File: config.mk
export PLATFORM = sky130hd
export DESIGN_NAME = fapid_cfg_flat
export DESIGN_NICKNAME = d
export VERILOG_FILES = /design/src/fapid_pkg.sv /design/src/fapid_if.sv /design/src/fapid_cfg.sv /design/src/flat_wrapper.sv
export SDC_FILE = /design/constraint.sdc
export NUM_CORES = 1
export LEC_CHECK = 0
export BUFFER_PORTS_ARGS = -buffer_cell sky130_fd_sc_hd__buf_2
export CAP_MARGIN = 20
export CORE_MARGIN = 5
export CORE_UTILIZATION = 55
export DETAILED_ROUTE_END_ITERATION = 8
export PLACE_DENSITY = 0.8
export SLEW_MARGIN = 20
export SYNTH_ARGS = -nofsm -noshare
export SYNTH_HDL_FRONTEND = slang
export SYNTH_SLANG_ARGS = --single-unit
File: constraint.sdc
create_clock -name clk -period 2.8 [get_ports clk]
set_input_delay 0 -clock clk [delete_from_list [all_inputs] [get_ports clk]]
set_output_delay 0 -clock clk [all_outputs]
set_load 0.005 [all_outputs]
File: src/fapid_pkg.sv
// ----------------------------------------------------------------------------
// fapid_pkg
// Shared types, register indexes, sequencer codes and the rule table of the
// fuzzy adaptive PID core.
// ----------------------------------------------------------------------------
package fapid_pkg;

    localparam int SET_COUNT = 7;

    // Configuration register indexes
    localparam logic [3:0] REG_GAIN_PROP   = 4'd0;
    localparam logic [3:0] REG_GAIN_INTEG  = 4'd1;
    localparam logic [3:0] REG_GAIN_DERIV  = 4'd2;
    localparam logic [3:0] REG_IN_LOWER    = 4'd3;
    localparam logic [3:0] REG_IN_UPPER    = 4'd4;
    localparam logic [3:0] REG_DRIVE_LOWER = 4'd5;
    localparam logic [3:0] REG_DRIVE_UPPER = 4'd6;
    localparam logic [3:0] REG_PERIOD_MS   = 4'd7;

    localparam logic [14:0] PERIOD_MIN = 15'd1;
    localparam logic [14:0] PERIOD_MAX = 15'd30000;

    // Saturation bound of every scaled product
    localparam logic [63:0] MD_SAT = 64'h1000_0000_0000_0000;

    typedef struct packed {
        logic        [15:0] gain_prop;
        logic        [15:0] gain_integ;
        logic        [15:0] gain_deriv;
        logic signed [15:0] ilo;
        logic signed [15:0] ihi;
        logic signed [15:0] olo;
        logic signed [15:0] ohi;
        logic        [14:0] period;
    } cfg_t;

    typedef struct packed {
        logic               start;
        logic signed [63:0] a;
        logic signed [63:0] b;
        logic signed [63:0] c;
    } md_req_t;

    typedef struct packed {
        logic               done;
        logic signed [63:0] q;
    } md_rsp_t;

    typedef enum logic [2:0] {
        M_IDLE,
        M_MUL,
        M_CHK,
        M_DIV,
        M_FIN
    } md_state_t;

    typedef enum logic [3:0] {
        S_IDLE,
        S_EVAL,
        S_ISSUE,
        S_WAIT,
        S_FUZZ,
        S_RULE,
        S_FINISH,
        S_EMIT
    } ctl_state_t;

    typedef enum logic [3:0] {
        OP_DER,
        OP_MAPE,
        OP_MAPD,
        OP_CENT,
        OP_FZ,
        OP_FZ10,
        OP_GP,
        OP_GI,
        OP_GD,
        OP_INTEG,
        OP_LIM,
        OP_T1,
        OP_T2,
        OP_T3
    } op_t;

    localparam logic [2:0] RULE_TAB [SET_COUNT][SET_COUNT] = '{
        '{3'd0, 3'd0, 3'd1, 3'd1, 3'd2, 3'd3, 3'd3},
        '{3'd0, 3'd1, 3'd1, 3'd2, 3'd2, 3'd3, 3'd4},
        '{3'd1, 3'd1, 3'd2, 3'd2, 3'd3, 3'd4, 3'd4},
        '{3'd1, 3'd2, 3'd2, 3'd3, 3'd4, 3'd4, 3'd5},
        '{3'd2, 3'd2, 3'd3, 3'd4, 3'd4, 3'd5, 3'd5},
        '{3'd2, 3'd3, 3'd4, 3'd4, 3'd5, 3'd5, 3'd6},
        '{3'd3, 3'd3, 3'd4, 3'd5, 3'd5, 3'd6, 3'd6}
    };

    function automatic logic [2:0] rule_at(input logic [2:0] i, input logic [2:0] j);
        logic [2:0] k;
        k = 3'd0;
        if (i < 3'(SET_COUNT) && j < 3'(SET_COUNT))
        begin
            k = RULE_TAB[i][j];
        end
        return k;
    endfunction

endpackage

File: src/fapid_if.sv


interface fapid_cfg_if;
    logic        valid;
    logic        ready;
    logic [3:0]  index;
    logic [15:0] data;

    modport source (output valid, output index, output data, input ready);
    modport sink   (input valid, input index, input data, output ready);
endinterface

File: src/fapid_cfg.sv
// ----------------------------------------------------------------------------
// fapid_cfg
// Configuration register file; presents ordered universes and a clamped
// sample period.
// ----------------------------------------------------------------------------
module fapid_cfg (
    input  logic            clk,
    input  logic            rst_n,
    fapid_cfg_if.sink       cfg,
    output fapid_pkg::cfg_t cfg_q
);
    import fapid_pkg::*;

    logic        [15:0] gain_prop_reg;
    logic        [15:0] gain_integ_reg;
    logic        [15:0] gain_deriv_reg;
    logic signed [15:0] in_lower_reg;
    logic signed [15:0] in_upper_reg;
    logic signed [15:0] drive_lower_reg;
    logic signed [15:0] drive_upper_reg;
    logic        [14:0] period_reg;

    assign cfg.ready = 1'b1;

    always_ff @(posedge clk or negedge rst_n)
    begin
        if (!rst_n)
        begin
            gain_prop_reg   <= 16'd256;
            gain_integ_reg  <= 16'd0;
            gain_deriv_reg  <= 16'd0;
            in_lower_reg    <= -16'sd100;
            in_upper_reg    <= 16'sd100;
            drive_lower_reg <= -16'sd255;
            drive_upper_reg <= 16'sd255;
            period_reg      <= 15'd100;
        end
        else if (cfg.valid && cfg.ready)
        begin
            case (cfg.index)
                REG_GAIN_PROP:   gain_prop_reg   <= cfg.data;
                REG_GAIN_INTEG:  gain_integ_reg  <= cfg.data;
                REG_GAIN_DERIV:  gain_deriv_reg  <= cfg.data;
                REG_IN_LOWER:    in_lower_reg    <= $signed(cfg.data);
                REG_IN_UPPER:    in_upper_reg    <= $signed(cfg.data);
                REG_DRIVE_LOWER: drive_lower_reg <= $signed(cfg.data);
                REG_DRIVE_UPPER: drive_upper_reg <= $signed(cfg.data);
                REG_PERIOD_MS:   period_reg      <= cfg.data[14:0];
                default:         ;
            endcase
        end
    end

    always_comb
    begin
        cfg_q.gain_prop  = gain_prop_reg;
        cfg_q.gain_integ = gain_integ_reg;
        cfg_q.gain_deriv = gain_deriv_reg;
        if (in_lower_reg < in_upper_reg)
        begin
            cfg_q.ilo = in_lower_reg;
            cfg_q.ihi = in_upper_reg;
        end
        else
        begin
            cfg_q.ilo = in_upper_reg;
            cfg_q.ihi = in_lower_reg;
        end
        if (drive_lower_reg < drive_upper_reg)
        begin
            cfg_q.olo = drive_lower_reg;
            cfg_q.ohi = drive_upper_reg;
        end
        else
        begin
            cfg_q.olo = drive_upper_reg;
            cfg_q.ohi = drive_lower_reg;
        end
        if (period_reg < PERIOD_MIN)
        begin
            cfg_q.period = PERIOD_MIN;
        end
        else if (period_reg > PERIOD_MAX)
        begin
            cfg_q.period = PERIOD_MAX;
        end
        else
        begin
            cfg_q.period = period_reg;
        end
    end

endmodule

File: src/flat_wrapper.sv
// flat-port wrapper written by rule: the top's interface ports become plain ports
module fapid_cfg_flat import fapid_pkg::*;
  (clk, rst_n, cfg_q, cfg_valid, cfg_index, cfg_data, cfg_ready);
  fapid_cfg_if cfg_i ();
  input  logic clk;
  input  logic rst_n;
  output fapid_pkg::cfg_t cfg_q;
  input wire logic [$bits(cfg_i.valid)-1:0] cfg_valid;
  input wire logic [$bits(cfg_i.index)-1:0] cfg_index;
  input wire logic [$bits(cfg_i.data)-1:0] cfg_data;
  output wire logic [$bits(cfg_i.ready)-1:0] cfg_ready;
  assign cfg_i.valid = cfg_valid;
  assign cfg_i.index = cfg_index;
  assign cfg_i.data = cfg_data;
  assign cfg_ready = cfg_i.ready;
  fapid_cfg u_core (.clk(clk), .rst_n(rst_n), .cfg(cfg_i), .cfg_q(cfg_q));
endmodule
==> impl_metrics.csv <==
group,metric,value,unit
worst_setup_path,cp_slowest_stage_delay,0.54,ns
grt,grt_max_degree,67,
clock_tree,cts_tree,"yes",
drt,totalWireLength,18300,um
grt,antenna_found_initial,0,
floorplanning,core_area,11900,um2
sta,fmax,0.342,GHz
floorplanning,die_x,120,um
layout,stdcell_area,9210,um2
worst_setup_path,worstPathCellList,"inv_2, ha_4, a21oi_4, a31oi_4, a2111oi_4, o211ai_2, xor2_2, buf_6, buf_12, mux2_4, buf_6",
clock_tree,clock_path_buffers,2,
worst_hold_path,holdPathEnd,"u_core.drive_upper_reg[5]$_DFFE_PN1P_",
worst_setup_path,path_max_fanout,8,
floorplanning,pin_count,151,
drt,vias,4962,
floorplanning,row_count,40,
drt,met2_length,9650,um
worst_hold_path,hold_path_depth,5,
grt,gr-total-overflow,0,
worst_setup_path,path_class,"flip-flop to output pin",
synth,synthMuxAreaShare,0.316,
worst_setup_path,worstReg2RegStart,"u_core.drive_upper_reg[1]$_DFFE_PN1P_",
drt,highest_layer,"met4",
synth,synthAdderAreaFrac,0.0565,
clock_tree,cts_buffers,17,
grt,gr-usage-all-layers,0.250,
sta,setup_viol,30,
synth,syn_area_per_cell,13.3,um2
clock_tree,clk_pin_slew,0.06,ns
sta,hold_viol_final,0,
worst_setup_path,crit_arrival,2.93,ns
floorplanning,die-area,14400,um2
placed_design,place.gp.congestion,0.897,
synth,synth_area,6640,um2
synth,synth_fp_nets,554,
placed_design,port_buffers,149,
sta,setup_ws,-0.127,ns
synth,synthXorXnorAreaFrac,0.00245,
sta,worst_slew_pin_slew,0.886,ns
pwr,p_leak,4.41,nW
layout,synthToLayoutAreaGrowth,38.6,%
sta,fin_crit,2.93,ns
worst_setup_path,cpMostUsedCell,"buf_6",
layout,n_antenna_cell,0,
worst_setup_path,r2r_cells,3,
synth,syn_inst,501,
sta,fin_tns_setup,-2.83,ns
layout,fin_nets,763,
layout,nFillCells,723,
synth,yosys_warnings,0,
drt,met3WireLength,802,um
worst_setup_path,timing.rr.end,"u_core.drive_upper_reg[1]$_DFFE_PN1P_",
placed_design,dpl-instance-area,7490,um2
clock_tree,htreeDepth,4,
sta,slew_headroom,0.408,
synth,synthFlopType,"dfrtp_1",
sta,finClkSkew,0,ns
synth,synth_edf_count,0,
worst_setup_path,reg2reg_slack,1.80,ns
sta,whs,0.225,ns
drt,wl_met1,7210,um
synth,ys_seq_area_frac,0.485,
placed_design,dp_hpwl,11000,um
floorplanning,die_y,120,um
drt,first_pass_iters,4,
drt,routed_via_density,5.70,
drt,drtAntennaViolNets,0,
sta,rsz0062_at_grt,"yes",
job,cap_violations,0,
synth,synth-simple-area-share,0.0537,
clock_tree,ctsRootBufferMaster,"clkbuf_16",
synth,synth_top_family_by_area,"multiplexers",
drt,routedWlPerCell,21.1,um
worst_setup_path,cp_num_buf_inv,4,
grt,grt_pass1_vias,5356,
worst_setup_path,startpoint_type,"flip-flop",
clock_tree,clock_latency,0.40,ns
floorplanning,start_util,0.558,
worst_setup_path,critPathRequiredTime,2.80,ns
drt,drtIter0Drc,245,
synth,synth_compound_area_frac,0.0431,
clock_tree,clock_sinks,127,
pwr,p_per_area,1070,nW/um2
worst_hold_path,hold_path_startpoint,"cfg_index[0]",
drt,drc_errors,0,
synth,synthArstFlopShare,1.00,
worst_setup_path,crit_path_end_kind,"output pin",
worst_setup_path,cp_slowest_cell,"dfstp_2",
layout,drive_gt1_frac,0.667,
sta,slew_violations,0,
grt,grt_pass1_wl,28100,um
synth,synthDistinctLibCells,47,
outcome,status,"finished, violations left",
outcome,violations,"setup timing",
worst_hold_path,worstHoldPathType,"input port to flip-flop",
pwr,vdd_drop_max,590,uV
synth,ys_seq_elements,127,
worst_setup_path,path_delay_family,"compound AO/OA/AOI/OAI gates",
sta,fin_crit_sh,1.05,
layout,final_util,0.773,
==> cells in the mapped netlist, types with 3 or more instances <==
cell type    n  area (um2)
mux2_2     144        1620
dfrtp_1     91        2280
dfstp_2     36         946
inv_1       32         120
mux2_4      31         465
ha_1        30         375
nand2_1     23        86.3
o21ai_0     17        85.1
clkbuf_1    14        52.6
a21oi_1      9        45.0
nand4_1      9        56.3
nor2b_1      6        37.5
nor2_1       5        18.8
or2_2        4        25.0
buf_12       3        60.1
buf_6        3        33.8
nand3_1      3        15.0
nand3b_1     3        22.5
nor3_1       3        15.0
==> worst register-to-register path: stages, from the launching register on <==
cell and delay, ns:
dfstp_2 0.54, inv_2 0.05, buf_4 0.12, o21ai_0 0.20
==> cells by family (layout without fill, tap and decap cells) <==
| logic type | Yosys count | in the layout |
|---|---|---|
| compound gates | 44 | 44 |
| xor+xnor | 1 | 1 |
| fa+ha+maj | 30 | 30 |
| buf+inv | 55 | 274 |
| flops | 127 | 127 |
| mux | 176 | 179 |
| other cells | 1 | 1 |
| simple gates | 67 | 67 |
==> final cells by class <==
class	count	area, um2	share of cell area
multi-input combinational	322	3580	0.389
sequential	127	3220	0.350
clock inverter	15	185	0.0201
tap	147	184	0.0200
timing repair buffer	210	1490	0.162
inverter	32	120	0.0130
clock buffer	17	425	0.0462
==> report_power, final <==
group / switching (W) / total [W] / internal, W
registers: 0.000387 / 0.00275 / 0.00236
clock network: 0.000846 / 0.00226 / 0.00141
logic: 0.00188 / 0.00486 / 0.00298
total: 0.00312 / 0.00987 / 0.00675
==> worst max path at each step <==
stage | from | end | depth (start not counted)
after CTS | u_core.drive_upper_reg[1]$_DFFE_PN1P_ | cfg_q[16] | 10
after global placement | u_core.drive_upper_reg[7]$_DFFE_PN1P_ | cfg_q[29] | 10
after floorplan | u_core.drive_upper_reg[7]$_DFFE_PN1P_ | cfg_q[15] | 9
final | u_core.drive_upper_reg[7]$_DFFE_PN1P_ | cfg_q[19] | 11
after detailed placement | u_core.drive_upper_reg[7]$_DFFE_PN1P_ | cfg_q[34] | 10
after global routing | u_core.drive_upper_reg[7]$_DFFE_PN1P_ | cfg_q[38] | 11
==> per-layer routing <==
| metal | global-route usage | vias to the layer above |
|---|---|---|
| met5 | 0 | - |
| met4 | 0.115 | 0 |
| met3 | 0.0594 | 51 |
| met2 | 0.430 | 153 |
| met1 | 0.297 | 2540 |
| li1 | - | 2218 |
==> through the flow <==
step,total power [W],setup WS [ns],std cells
after floorplan,0.00493,0.412,501
after global placement,0.00587,0.180,782
after detailed placement,0.00599,0.100,782
after CTS,0.00929,-0.0307,849
after global routing,0.0104,-0.233,870
final,0.00987,-0.127,870
==> placed cells by master, fill, tap and decap left out, types with 3 or more instances in the layout <==
cell type / n
ha_1: 15
ha_4: 14
nor2_1: 5
dfstp_2: 36
buf_4: 38
inv_6: 4
inv_2: 6
clkbuf_16: 17
a21oi_1: 5
inv_1: 26
bufinv_16: 3
nand3b_1: 3
a21oi_2: 3
buf_6: 31
nand4_1: 9
buf_2: 119
mux2_2: 115
nor2b_1: 6
dfrtp_1: 91
o21ai_0: 16
dlygate4sd3_1: 17
nand2_1: 23
buf_12: 3
or2_2: 4
mux2_4: 63
clkinvlp_4: 5
==> timing repair <==
item / in CTS / in global routing
pin swaps: 17 / 22
hold endpoints to repair: 89 / 0
buffers inserted: 13 / 21
hold buffers: 17 / 0
cloned: 5 / 0
endpoints found under the setup margin: 60 / 63
resized for setup: 79 / 35
(Power assumes the default switching activity.)
