[config.mk]
export PLATFORM = sky130hd
export DESIGN_NAME = fapid_muldiv
export DESIGN_NICKNAME = d
export VERILOG_FILES = /design/src/fapid_pkg.sv /design/src/fapid_muldiv.sv
export SDC_FILE = /design/constraint.sdc
export NUM_CORES = 2
export LEC_CHECK = 0
export ABC_AREA = 0
export BUFFER_PORTS_ARGS = -buffer_cell sky130_fd_sc_hd__buf_2
export CAP_MARGIN = 30
export CORE_MARGIN = 2
export CORE_UTILIZATION = 40
export DETAILED_ROUTE_END_ITERATION = 10
export SLEW_MARGIN = 20
export SYNTH_ARGS = -nofsm -noshare
export SYNTH_HDL_FRONTEND = slang
export SYNTH_SLANG_ARGS = --single-unit
[constraint.sdc]
create_clock -name clk -period 33.3 [get_ports clk]
set_clock_uncertainty 0.2 [all_clocks]
set_input_delay 6.66 -clock clk [delete_from_list [all_inputs] [get_ports clk]]
set_output_delay 6.66 -clock clk [all_outputs]
set_load 0.05 [all_outputs]
[src/fapid_pkg.sv]
// ----------------------------------------------------------------------------
// fapid_pkg
// Shared types, register indexes, sequencer codes and the rule table of the
// fuzzy adaptive PID core.
// ----------------------------------------------------------------------------
package fapid_pkg;

    localparam int SET_COUNT = 7;

    // Configuration register indexes
    localparam logic [3:0] REG_GAIN_PROP   = 4'd0;
    localparam logic [3:0] REG_GAIN_INTEG  = 4'd1;
    localparam logic [3:0] REG_GAIN_DERIV  = 4'd2;
    localparam logic [3:0] REG_IN_LOWER    = 4'd3;
    localparam logic [3:0] REG_IN_UPPER    = 4'd4;
    localparam logic [3:0] REG_DRIVE_LOWER = 4'd5;
    localparam logic [3:0] REG_DRIVE_UPPER = 4'd6;
    localparam logic [3:0] REG_PERIOD_MS   = 4'd7;

    localparam logic [14:0] PERIOD_MIN = 15'd1;
    localparam logic [14:0] PERIOD_MAX = 15'd30000;

    // Saturation bound of every scaled product
    localparam logic [63:0] MD_SAT = 64'h1000_0000_0000_0000;

    typedef struct packed {
        logic        [15:0] gain_prop;
        logic        [15:0] gain_integ;
        logic        [15:0] gain_deriv;
        logic signed [15:0] ilo;
        logic signed [15:0] ihi;
        logic signed [15:0] olo;
        logic signed [15:0] ohi;
        logic        [14:0] period;
    } cfg_t;

    typedef struct packed {
        logic               start;
        logic signed [63:0] a;
        logic signed [63:0] b;
        logic signed [63:0] c;
    } md_req_t;

    typedef struct packed {
        logic               done;
        logic signed [63:0] q;
    } md_rsp_t;

    typedef enum logic [2:0] {
        M_IDLE,
        M_MUL,
        M_CHK,
        M_DIV,
        M_FIN
    } md_state_t;

    typedef enum logic [3:0] {
        S_IDLE,
        S_EVAL,
        S_ISSUE,
        S_WAIT,
        S_FUZZ,
        S_RULE,
        S_FINISH,
        S_EMIT
    } ctl_state_t;

    typedef enum logic [3:0] {
        OP_DER,
        OP_MAPE,
        OP_MAPD,
        OP_CENT,
        OP_FZ,
        OP_FZ10,
        OP_GP,
        OP_GI,
        OP_GD,
        OP_INTEG,
        OP_LIM,
        OP_T1,
        OP_T2,
        OP_T3
    } op_t;

    localparam logic [2:0] RULE_TAB [SET_COUNT][SET_COUNT] = '{
        '{3'd0, 3'd0, 3'd1, 3'd1, 3'd2, 3'd3, 3'd3},
        '{3'd0, 3'd1, 3'd1, 3'd2, 3'd2, 3'd3, 3'd4},
        '{3'd1, 3'd1, 3'd2, 3'd2, 3'd3, 3'd4, 3'd4},
        '{3'd1, 3'd2, 3'd2, 3'd3, 3'd4, 3'd4, 3'd5},
        '{3'd2, 3'd2, 3'd3, 3'd4, 3'd4, 3'd5, 3'd5},
        '{3'd2, 3'd3, 3'd4, 3'd4, 3'd5, 3'd5, 3'd6},
        '{3'd3, 3'd3, 3'd4, 3'd5, 3'd5, 3'd6, 3'd6}
    };

    function automatic logic [2:0] rule_at(input logic [2:0] i, input logic [2:0] j);
        logic [2:0] k;
        k = 3'd0;
        if (i < 3'(SET_COUNT) && j < 3'(SET_COUNT))
        begin
            k = RULE_TAB[i][j];
        end
        return k;
    endfunction

endpackage

[src/fapid_muldiv.sv]
// ----------------------------------------------------------------------------
// fapid_muldiv
// Shared a*b/c unit: 128-bit magnitude product from four 32x32 partial
// products, then restoring division one quotient bit per cycle. Truncates
// toward zero, saturates at +-2^60, divisor zero gives zero.
// ----------------------------------------------------------------------------
module fapid_muldiv (
    input  logic               clk,
    input  logic               rst_n,
    input  fapid_pkg::md_req_t req,
    output fapid_pkg::md_rsp_t rsp
);
    import fapid_pkg::*;

    md_state_t          state_reg, state_next;
    logic [5:0]         cnt_reg, cnt_next;
    logic               done_reg, done_next;
    logic [63:0]        ua_reg, ua_next;
    logic [63:0]        ub_reg, ub_next;
    logic [63:0]        uc_reg, uc_next;
    logic               neg_reg, neg_next;
    logic [127:0]       prod_reg, prod_next;
    logic [63:0]        rem_reg, rem_next;
    logic [63:0]        lo_reg, lo_next;
    logic [63:0]        q_reg, q_next;
    logic signed [63:0] res_reg, res_next;

    logic [31:0]  a_part;
    logic [31:0]  b_part;
    logic [63:0]  pp;
    logic [127:0] pp_shift;
    logic [64:0]  rem_sh;
    logic [63:0]  q_sat;

    function automatic logic [63:0] magn(input logic signed [63:0] v);
        return v[63] ? 64'(-v) : 64'(v);
    endfunction

    assign a_part = cnt_reg[1] ? ua_reg[63:32] : ua_reg[31:0];
    assign b_part = cnt_reg[0] ? ub_reg[63:32] : ub_reg[31:0];
    assign pp     = a_part * b_part;
    assign rem_sh = {rem_reg, lo_reg[63]};
    assign q_sat  = (q_reg > MD_SAT) ? MD_SAT : q_reg;

    always_comb
    begin
        case ({1'b0, cnt_reg[1]} + {1'b0, cnt_reg[0]})
            2'd0:    pp_shift = {64'd0, pp};
            2'd1:    pp_shift = {32'd0, pp, 32'd0};
            default: pp_shift = {pp, 64'd0};
        endcase
    end

    always_comb
    begin
        state_next = state_reg;
        cnt_next   = cnt_reg;
        done_next  = 1'b0;
        ua_next    = ua_reg;
        ub_next    = ub_reg;
        uc_next    = uc_reg;
        neg_next   = neg_reg;
        prod_next  = prod_reg;
        rem_next   = rem_reg;
        lo_next    = lo_reg;
        q_next     = q_reg;
        res_next   = res_reg;
        case (state_reg)
            M_IDLE:
            begin
                if (req.start)
                begin
                    ua_next    = magn(req.a);
                    ub_next    = magn(req.b);
                    uc_next    = magn(req.c);
                    neg_next   = (req.a[63] ^ req.b[63]) ^ req.c[63];
                    prod_next  = '0;
                    cnt_next   = '0;
                    state_next = M_MUL;
                end
            end
            M_MUL:
            begin
                prod_next = prod_reg + pp_shift;
                cnt_next  = cnt_reg + 6'd1;
                if (cnt_reg[1:0] == 2'd3)
                begin
                    state_next = M_CHK;
                end
            end
            M_CHK:
            begin
                // Settle the trivial divisors and the overflow case here, run the bit loop otherwise.
                state_next = M_FIN;
                if (uc_reg == 64'd0)
                begin
                    q_next = '0;
                end
                else if (prod_reg[127:64] >= uc_reg)
                begin
                    q_next = MD_SAT;
                end
                else if (uc_reg == 64'd1)
                begin
                    q_next = prod_reg[63:0];
                end
                else
                begin
                    rem_next   = prod_reg[127:64];
                    lo_next    = prod_reg[63:0];
                    q_next     = '0;
                    cnt_next   = '0;
                    state_next = M_DIV;
                end
            end
            M_DIV:
            begin
                lo_next = {lo_reg[62:0], 1'b0};
                if (rem_sh >= {1'b0, uc_reg})
                begin
                    rem_next = rem_sh[63:0] - uc_reg;
                    q_next   = {q_reg[62:0], 1'b1};
                end
                else
                begin
                    rem_next = rem_sh[63:0];
                    q_next   = {q_reg[62:0], 1'b0};
                end
                cnt_next = cnt_reg + 6'd1;
                if (cnt_reg == 6'd63)
                begin
                    state_next = M_FIN;
                end
            end
            M_FIN:
            begin
                res_next   = neg_reg ? -$signed(q_sat) : $signed(q_sat);
                done_next  = 1'b1;
                state_next = M_IDLE;
            end
            default:
            begin
                state_next = M_IDLE;
            end
        endcase
    end

    always_ff @(posedge clk or negedge rst_n)
    begin
        if (!rst_n)
        begin
            state_reg <= M_IDLE;
            cnt_reg   <= '0;
            done_reg  <= 1'b0;
        end
        else
        begin
            state_reg <= state_next;
            cnt_reg   <= cnt_next;
            done_reg  <= done_next;
        end
    end

    always_ff @(posedge clk)
    begin
        ua_reg   <= ua_next;
        ub_reg   <= ub_next;
        uc_reg   <= uc_next;
        neg_reg  <= neg_next;
        prod_reg <= prod_next;
        rem_reg  <= rem_next;
        lo_reg   <= lo_next;
        q_reg    <= q_next;
        res_reg  <= res_next;
    end

    assign rsp.done = done_reg;
    assign rsp.q    = res_reg;

endmodule

==> metrics list <==
- The flow ran to the end, and the final reports show no timing, DRC or antenna violations.
* Number of buffers added by the clock tree synthesis step: 75
- Worst Reg-to-Reg Cells: 44
- After clock tree synthesis, the repair step resized 0 gates.
* Area of the core: 183,500 µm²
* Max Slew Vio Count: 0
- Routed length per instance: 22.88 µm
- Number of global-route vias before repair: 60,280
- After the first detailed-routing iteration, the DRC count stood at 5,154.
- Buffers placed on the I/O ports in this run total 259.
* Cell repeated most along the worst path: sky130_fd_sc_hd__fa_1
- Critical Path Max Stage Delay: 0.99 ns
- Maximum fanout encountered on the critical timing path: 54
* Nature of the critical path startpoint: flip-flop
- The die covers 188,500 µm².
- For this run, the detailed router's first-pass iteration total came to 6.
* Setup repair after global routing missed its margin: no
- Across every metal layer, demand over resource in global routing totals 26.17%.
- When the netlist entered floorplanning its net count stood at 9,876.
- Worst-Margin Slew: 1.124 ns
* Cell variety after synth: 78
- Net total in the final layout: 9,941
- In the layout the commonest cells are sky130_fd_sc_hd__nand2_1, sky130_fd_sc_hd__inv_1, sky130_fd_sc_hd__nor2_1, sky130_fd_sc_hd__fa_1, sky130_fd_sc_hd__edfxtp_1.
- The first global-routing pass estimated 372,800 µm of wire.
- Synth warnings: 0
- Reg-to-reg startpoint: cnt_reg[0]$_DFFE_PN0P_
- Avg Synthesized Cell Area: 8.963 µm²
* Deepest level of the CTS H-tree: 3
* Residual DRC count: 0
* Clock input transition at the sequential cells of the worst setup and hold paths: 0.08 ns
* Die width: 434.2 µm
* Number of flip-flops under the largest register name: 128
- Summing over every cut layer, the via total after detailed routing is 60,360.
- Max-cap violations in this run came to 0.
- Final-report setup violation count: 0
- From synthesis to final layout, the design area changed by 8.983%.
- The congestion estimate from routability-driven global placement came to 0.9579.
* Synthesized netlist cell count: 8,259
- Most common cell after layout, fill and taps aside: sky130_fd_sc_hd__nand2_1
* CTS hold repair buffers: 0
- Worst R2R Setup Slack: 17.98 ns
- Number of buffers inserted by post-CTS setup repair: 0
- In this run the critical register-to-register path is captured at prod_reg[122]$_SDFFCE_PN0P_.
- For this run, the top clock speed supported by timing is 65.29 MHz.
* Crit path required time: 33.56 ns
- Vertical die dimension: 434.2 µm
- Global routing finished with a remaining overflow of 0.
* Arrival time at the worst endpoint: 15.58 ns
- Count of buffering cells on the critical path with inverters included: 9
- No sink is reached through more buffers than the 3 on the longest clock path.
- Summing every instance area after synthesis gives 74,030 µm².
- Fraction of layout cells with a size suffix above 1: 7.768%
* Minimum clock period: 15.32 ns
- Rel. slew slack: 25.10%
- TritonCTS built the clock tree.
- In this run the count of I/O pins placed on the die edge is 260.
- Detailed-route wire length: 248,200 µm
- Critical path's slowest cell: sky130_fd_sc_hd__a2111oi_0
- Number of vias per cell: 5.565
* Capturing element type of the critical path: flip-flop
- The critical path runs through a total of 44 cells.
* Half-perimeter wire length of the detailed placement result: 196,900 µm
- For the worst-skew pair, the clock arrives at the later sink with an insertion delay of 0.73 ns.
- Sequential-to-total area share from yosys stat: 23.74%
- The synthesized design contains 577 enable-type register cells.
- Kind of cell adding the most delay to the critical path: compound AO/OA/AOI/OAI gates
- Antenna violations before repair: 9
- Starting density of the core: 40.35%
- In the final timing run, aggregate negative setup slack is 0 ns.
- In this run, synthesis produced a sequential element count of 587.
- Count of final hold-check violations: 0
- Number of clock sinks seen by CTS: 587
- Number of nets with antenna violations after detailed routing: 0
- Maximum number of pins on one net before global-route repair: 126
* Kind of critical path: flip-flop to flip-flop
- Path type of the worst min-delay path: flip-flop to flip-flop
- Standard-cell row count: 157
- The most critical setup path has its endpoint at prod_reg[122]$_SDFFCE_PN0P_.
- Clock tree root driver cell: sky130_fd_sc_hd__clkbuf_16
- Setup crit start: cnt_reg[0]$_DFFE_PN0P_
- Prevailing post-synth register cell: sky130_fd_sc_hd__edfxtp_1
- Async SR Flop Fraction: 1.704%
* Final worst-path cycle share: 46.00%
* Place WS: 18.28 ns
- Setup ws final: 17.98 ns
==> layer usage <==
metal	GRT usage (%)	routed length, µm
met4	10.76	10880
met1	36.54	109100
met2	40.19	109000
met5	0	12
met3	4.455	19200
==> Yosys cell counts, drive strengths merged (10+ instances only) <==
cell type,count,share of area [%]
nand2,1083,5.5
inv,1073,5.4
nor2,1017,5.2
fa,898,24
edfxtp,577,23
ha,524,8.9
o21ai,428,2.9
a21oi,377,2.5
clkbuf,372,1.9
xnor2,321,3.8
a21o,180,1.8
xor2,143,1.7
nand4,112,0.95
nor3,90,0.62
o31ai,83,0.84
mux2i,77,1.0
o21bai,68,0.69
mux2,64,0.97
nand2b,60,0.52
or3,60,0.53
and2,57,0.48
nand3,49,0.33
nor4,49,0.42
or4,47,0.50
a31oi,41,0.35
o41ai,39,0.49
o21a,36,0.37
nor2b,33,0.28
a211oi,26,0.26
and3,26,0.22
o22ai,23,0.19
buf,21,0.11
or2,20,0.17
a21boi,16,0.16
a22o,15,0.18
and4,12,0.14
a311oi,11,0.13
a221oi,10,0.12
dfrtp,10,0.34
o211ai,10,0.10
==> worst min path at each step <==
| stage | startpoint | endpoint | slack, ns | cells past startpoint |
|---|---|---|---|---|
| after global placement | lo_reg[53]$_DFFE_PP_ | lo_reg[54]$_DFFE_PP_ | 0.29 | 2 |
| after global routing | lo_reg[53]$_DFFE_PP_ | lo_reg[54]$_DFFE_PP_ | 0.32 | 2 |
| after floorplan | lo_reg[9]$_DFFE_PP_ | lo_reg[10]$_DFFE_PP_ | 0.28 | 2 |
| final | lo_reg[19]$_DFFE_PP_ | lo_reg[20]$_DFFE_PP_ | 0.29 | 2 |
| after detailed placement | lo_reg[41]$_DFFE_PP_ | lo_reg[42]$_DFFE_PP_ | 0.30 | 2 |
| after CTS | lo_reg[53]$_DFFE_PP_ | lo_reg[54]$_DFFE_PP_ | 0.29 | 2 |
==> stage by stage <==
step	utilization [%]	instance area, µm²	hold WS [ns]	std cells
floorplan	-	74030	0.2836	8259
global placement	42.55	78070	0.2866	10700
detailed placement	42.62	78190	0.2960	10710
CTS	43.92	80590	0.2879	10840
global route	43.97	80680	0.3199	10850
finish	43.97	80680	0.2888	10850
==> cells by family (layout without fill, tap and decap cells) <==
family	after synthesis	after routing	share of synthesized area, %
buffers and inverters	1467	1589	7.444
multiplexers	141	141	2.015
AO/OA/AOI/OAI	1443	1443	12.15
other	0	2	0
AND/OR/NAND/NOR	2735	2735	16.02
flip-flops	587	587	23.74
adder cells (fa/ha/maj)	1422	1422	33.14
XOR/XNOR	464	464	5.490
==> layout make-up <==
cell class	instances	area (µm²)
diodes	2	5.005
clock buffers	84	1953
clock inverters	50	446.7
fillers	17980	102800
inverters	1074	4031
multi-input cells	6205	51270
flip-flops and latches	587	17580
well taps	2464	3083
repair buffers	381	2307
==> worst register-to-register path, delay by kind of cell, from the launching register on <==
| family | cells | cell delay, ns |
|---|---|---|
| flip-flops | 1 | 0.52 |
| buffers and inverters | 9 | 1.71 |
| multiplexers | 2 | 0.44 |
| AO/OA/AOI/OAI | 15 | 5.30 |
| adder cells (fa/ha/maj) | 10 | 4.97 |
| XOR/XNOR | 1 | 0.55 |
| AND/OR/NAND/NOR | 7 | 1.39 |
Power is left out: the tool's default activity adds up to more than one toggle a clock period on the data nets, which glitch-free logic cannot reach.
